**src/hdl/sbce_pkg.sv**
```systemverilog
// Shared types and constants for the segment box clip extent block.
`default_nettype none
package sbce_pkg;
  // Coordinate width in bits, two's complement.
  localparam int COORD_WIDTH = 32;

  // Extreme coordinate values.
  localparam logic [COORD_WIDTH-1:0] COORD_MAX = {1'b0, {(COORD_WIDTH-1){1'b1}}};
  localparam logic [COORD_WIDTH-1:0] COORD_MIN = {1'b1, {(COORD_WIDTH-1){1'b0}}};

  // Packet carried from the front end to the clip engine through the queue.
  typedef struct packed {
    logic [2:0][COORD_WIDTH-1:0] p1;
    logic [2:0][COORD_WIDTH-1:0] p2;
    logic                        first;
    logic                        last;
  } seg_t;

  // Configuration register indexes.
  localparam logic [2:0] CFG_MIN_X = 3'd0;
  localparam logic [2:0] CFG_MAX_X = 3'd1;
  localparam logic [2:0] CFG_MIN_Y = 3'd2;
  localparam logic [2:0] CFG_MAX_Y = 3'd3;
  localparam logic [2:0] CFG_MIN_Z = 3'd4;
  localparam logic [2:0] CFG_MAX_Z = 3'd5;
endpackage
`default_nettype wire

```
**src/hdl/sbce_fifo.sv**
```systemverilog
// Two-entry queue between the segment front end and the clip engine.
`default_nettype none
module sbce_fifo (
  input  wire logic                 clk,
  input  wire logic                 rst_n,
  input  wire logic                 wr_valid,
  output logic                      wr_ready,
  input  wire sbce_pkg::seg_t       wr_data,
  output logic                      rd_valid,
  input  wire logic                 rd_ready,
  output sbce_pkg::seg_t            rd_data
);
  import sbce_pkg::*;

  seg_t       mem_r [2];
  logic       wp_r, rp_r;
  logic [1:0] cnt_r;
  logic       wr_en, rd_en;

  assign wr_ready = (cnt_r != 2'd2);
  assign rd_valid = (cnt_r != 2'd0);
  assign rd_data  = mem_r[rp_r];
  assign wr_en    = wr_valid && wr_ready;
  assign rd_en    = rd_valid && rd_ready;

  // Pointers and fill count.
  always_ff @(posedge clk) begin
    if (!rst_n) begin
      wp_r  <= 1'b0;
      rp_r  <= 1'b0;
      cnt_r <= 2'd0;
    end else begin
      if (wr_en) wp_r <= ~wp_r;
      if (rd_en) rp_r <= ~rp_r;
      cnt_r <= cnt_r + {1'b0, wr_en} - {1'b0, rd_en};
    end
  end

  // Storage.
  always_ff @(posedge clk) begin
    if (wr_en) mem_r[wp_r] <= wr_data;
  end
endmodule
`default_nettype wire

```
**config.mk**
```make
export PLATFORM = sky130hd
export DESIGN_NAME = sbce_fifo
export DESIGN_NICKNAME = d
export VERILOG_FILES = /design/src/hdl/sbce_pkg.sv /design/src/hdl/sbce_fifo.sv
export SDC_FILE = /design/constraint.sdc
export NUM_CORES = 1
export LEC_CHECK = 0
export BUFFER_PORTS_ARGS = -buffer_cell sky130_fd_sc_hd__buf_2
export CAP_MARGIN = 40
export CORE_ASPECT_RATIO = 0.7
export CORE_MARGIN = 2
export CORE_UTILIZATION = 45
export CTS_BUF_LIST = sky130_fd_sc_hd__clkbuf_4 sky130_fd_sc_hd__clkbuf_8 sky130_fd_sc_hd__clkbuf_16
export DETAILED_ROUTE_END_ITERATION = 10
export HOLD_SLACK_MARGIN = 0.15
export MAX_ROUTING_LAYER = met4
export PLACE_DENSITY = 0.7
export SYNTH_ARGS = -nofsm -noshare
export SYNTH_HDL_FRONTEND = slang
export SYNTH_SLANG_ARGS = --single-unit
```
**constraint.sdc**
```tcl
create_clock -name clk -period 13.1 [get_ports clk]
set_input_delay 1.31 -clock clk [delete_from_list [all_inputs] [get_ports clk]]
set_output_delay 1.31 -clock clk [all_outputs]
set_load 0.01 [all_outputs]
```
==> reports/metrics.csv <==
metric;value;unit
grtUsageMet1;0.2192;
required;11.79;ns
rsz0062_at_grt;no;
antenna_found_initial;12;
period_share;0.3652;
synth_top_area_cell;edfxtp_1;
worstPathMaxFanout;52;
syn_inst;628;
synth_xor_area_frac;0.001763;
drt_iter0_drc;509;
synth_top_family_by_area;multiplexers;
die_w;221.5;µm
cpMostUsedCell;buf_4;
start_kind;register;
synth-simple-area-share;0.004114;
totalWireLength;30.90;mm
start_util;0.4588;
hold_viol;0;
yosysMostFrequentCell;edfxtp_1;
cp_slowest_cell;buf_4;
area_growth;25.20;%
cts_buffers;39;
critPathBufInv;3;
status;complete, but fails checks;
tns;0;ns
synth-main-ff-cell;edfxtp_1;
syn_area;14900;µm²
vdd_drop_max;0.1115;mV
seq_area_frac_synth;0.7885;
avgSynthCellArea;23.73;µm²
io_buffers;393;
grt_pass1_wl;44.78;mm
max_stage_delay;0.82;ns
cp_data_arrival_time;3.47;ns
max_freq;209.0;MHz
cts_setup_buffers;0;
globalplace.congestion;0.8587;
crit_family;buffers and inverters;
synth_edf_count;388;
holdWs;0.5246;ns
cts_tree;done;
synth_top_cell_area_share;0.7818;
maxSlewHeadroom;0.3788;
synthesis.nets;828;
grt_overflow;0;
busiest_layer;met2;
preCtsSetupSlack;8.750;ns
dr.pass1.iters;7;
avgRoutedWirePerCell;20.37;µm
cts_htree_levels;2;
max-cap-violations;0;
synthMuxAreaShare;0.1876;
dieArea;34610;µm²
worst_slack;8.315;ns
clockRootBuffer;clkbuf_16;
synth.distinct_cells;19;
worstSkewPairLatency;0.51;ns
clk_pin_slew_worst_paths;0.06;ns
crit_type;reg -> out;
gr-usage-met2;0.2812;
synth_common_cells;edfxtp_1, mux2_4, mux2_2, buf_6, dfxtp_1;
hold_path_class;reg -> reg;
clk_path_buf_depth;3;
ys.warnings.count;0;
fin_crit;4.785;ns
num_vias;7409;
fin_nets;1253;
grt.total_usage;0.1772;
cts_resized;0;
cts_sinks;393;
grt_use_met3;0.06290;
hold_buffers;0;
ant_nets;0;
hpwl;21.40;mm
synthArstFlopShare;0;
skew;0.01120;ns
violations;DRC;
crit_chain;buf_4 > buf_4 > mux2_2 > buf_2;
final-setup-viol-count;0;
grt_max_degree;65;
drc;48;
ios;394;
utilization;0.5745;
p_leak;7.259;nW
synth_area_leaders;edfxtp_1, mux2_4, mux2_2;
powerDensity;194.0;nW/µm²
synth_seq_cells;393;
synth-compound-area-share;0.0005037;
core.rowCount;55;
end_kind;output port;
worstMarginPinSlew;0.9319;ns
timing_max_transition_violations_final;0;
drive_gt1_frac;0.6147;
vias_per_cell;4.884;
dieHeight;156.3;µm
core_area;32480;µm²
yosys.area_share.adder;0.001679;
grt_pass1_vias;7506;
==> path summary, 6_finish.rpt <==
check,from,endpoint,slack [ns],cells past startpoint
max,register,rd_data[20],8.32,4
min reg2reg,wp_r$_SDFFE_PN0N_,wp_r$_SDFFE_PN0N_,0.52,2
max reg2reg,cnt_r[0]$_SDFF_PN0_,mem_r[1][124]$_DFFE_PP_,10.39,5
min,wp_r$_SDFFE_PN0N_,wp_r$_SDFFE_PN0N_,0.52,2
==> cell families (layout without fill, tap and decap cells) <==
logic type / count (synthesis) / count (layout)
adders and majority gates: 2 / 2
muxes: 195 / 195
other: 0 / 13
AOI/OAI and AO/OA: 1 / 1
buffers and inverters: 23 / 472
DFF: 393 / 393
xor gates and xnor gates: 3 / 3
and+or+nand+nor: 11 / 11
==> through the flow <==
step / instance area, µm² / power (W) / instances
2_1_floorplan: 14900 / 0.002308 / 628
3_3_place_gp: 17250 / 0.002549 / 1434
3_5_place_dp: 17390 / 0.002578 / 1439
4_1_cts: 18630 / 0.003664 / 1504
5_1_grt: 18650 / 0.003769 / 1515
6_report: 18660 / 0.003621 / 1517
==> power breakdown <==
group          total (W)  internal, W  switching, W  leakage, nW
Combinational   0.000895     0.000456      0.000439         2.98
Clock            0.00108     0.000640      0.000442        0.614
Sequential       0.00164      0.00158     0.0000636         3.67
==> worst register-to-register path: stages (launching register included) <==
cell and delay, ns:
dfxtp_1 0.37, nand2b_1 0.19, and3_4 0.79, buf_4 0.40
buf_4 0.26, buf_16 0.29
==> cell type report <==
type                            instances  area (µm²)
Multi-Input combinational cell        212        2928
Clock buffer                           47        1071
Clock inverter                         18       170.2
Inverter                                1       3.754
Timing Repair Buffer                  406        2165
Sequential cell                       393       11760
Antenna cell                           13       32.53
Fill cell                            2492       13820
Tap cell                              427       534.3
==> per-layer routing <==
layer	routed length, µm	share of wire
met1	12740	0.41
met2	14860	0.48
met3	2809	0.091
met4	488	0.016
met5	0	0
==> cells in the final DEF, fill, tap and decap left out, drive strengths merged <==
cell and count:
clkbuf 47, nor2 1, and2 2, clkinv 14, ha 2, mux2 194, diode 13, inv 1
clkinvlp 1, nor2b 2, and3 1, dfxtp 5, buf 406, xnor2 3, nand2 2, edfxtp 388
or2 1, o21a 1, bufinv 3, nand2b 2, mux2i 1
==> flip-flops by register name (all words and copies together) (netlist names), named ones only <==
name	count
mem_r	388
wp_r	1
cnt_r	2
rp_r	1
Power figures use the tool's default switching activity.
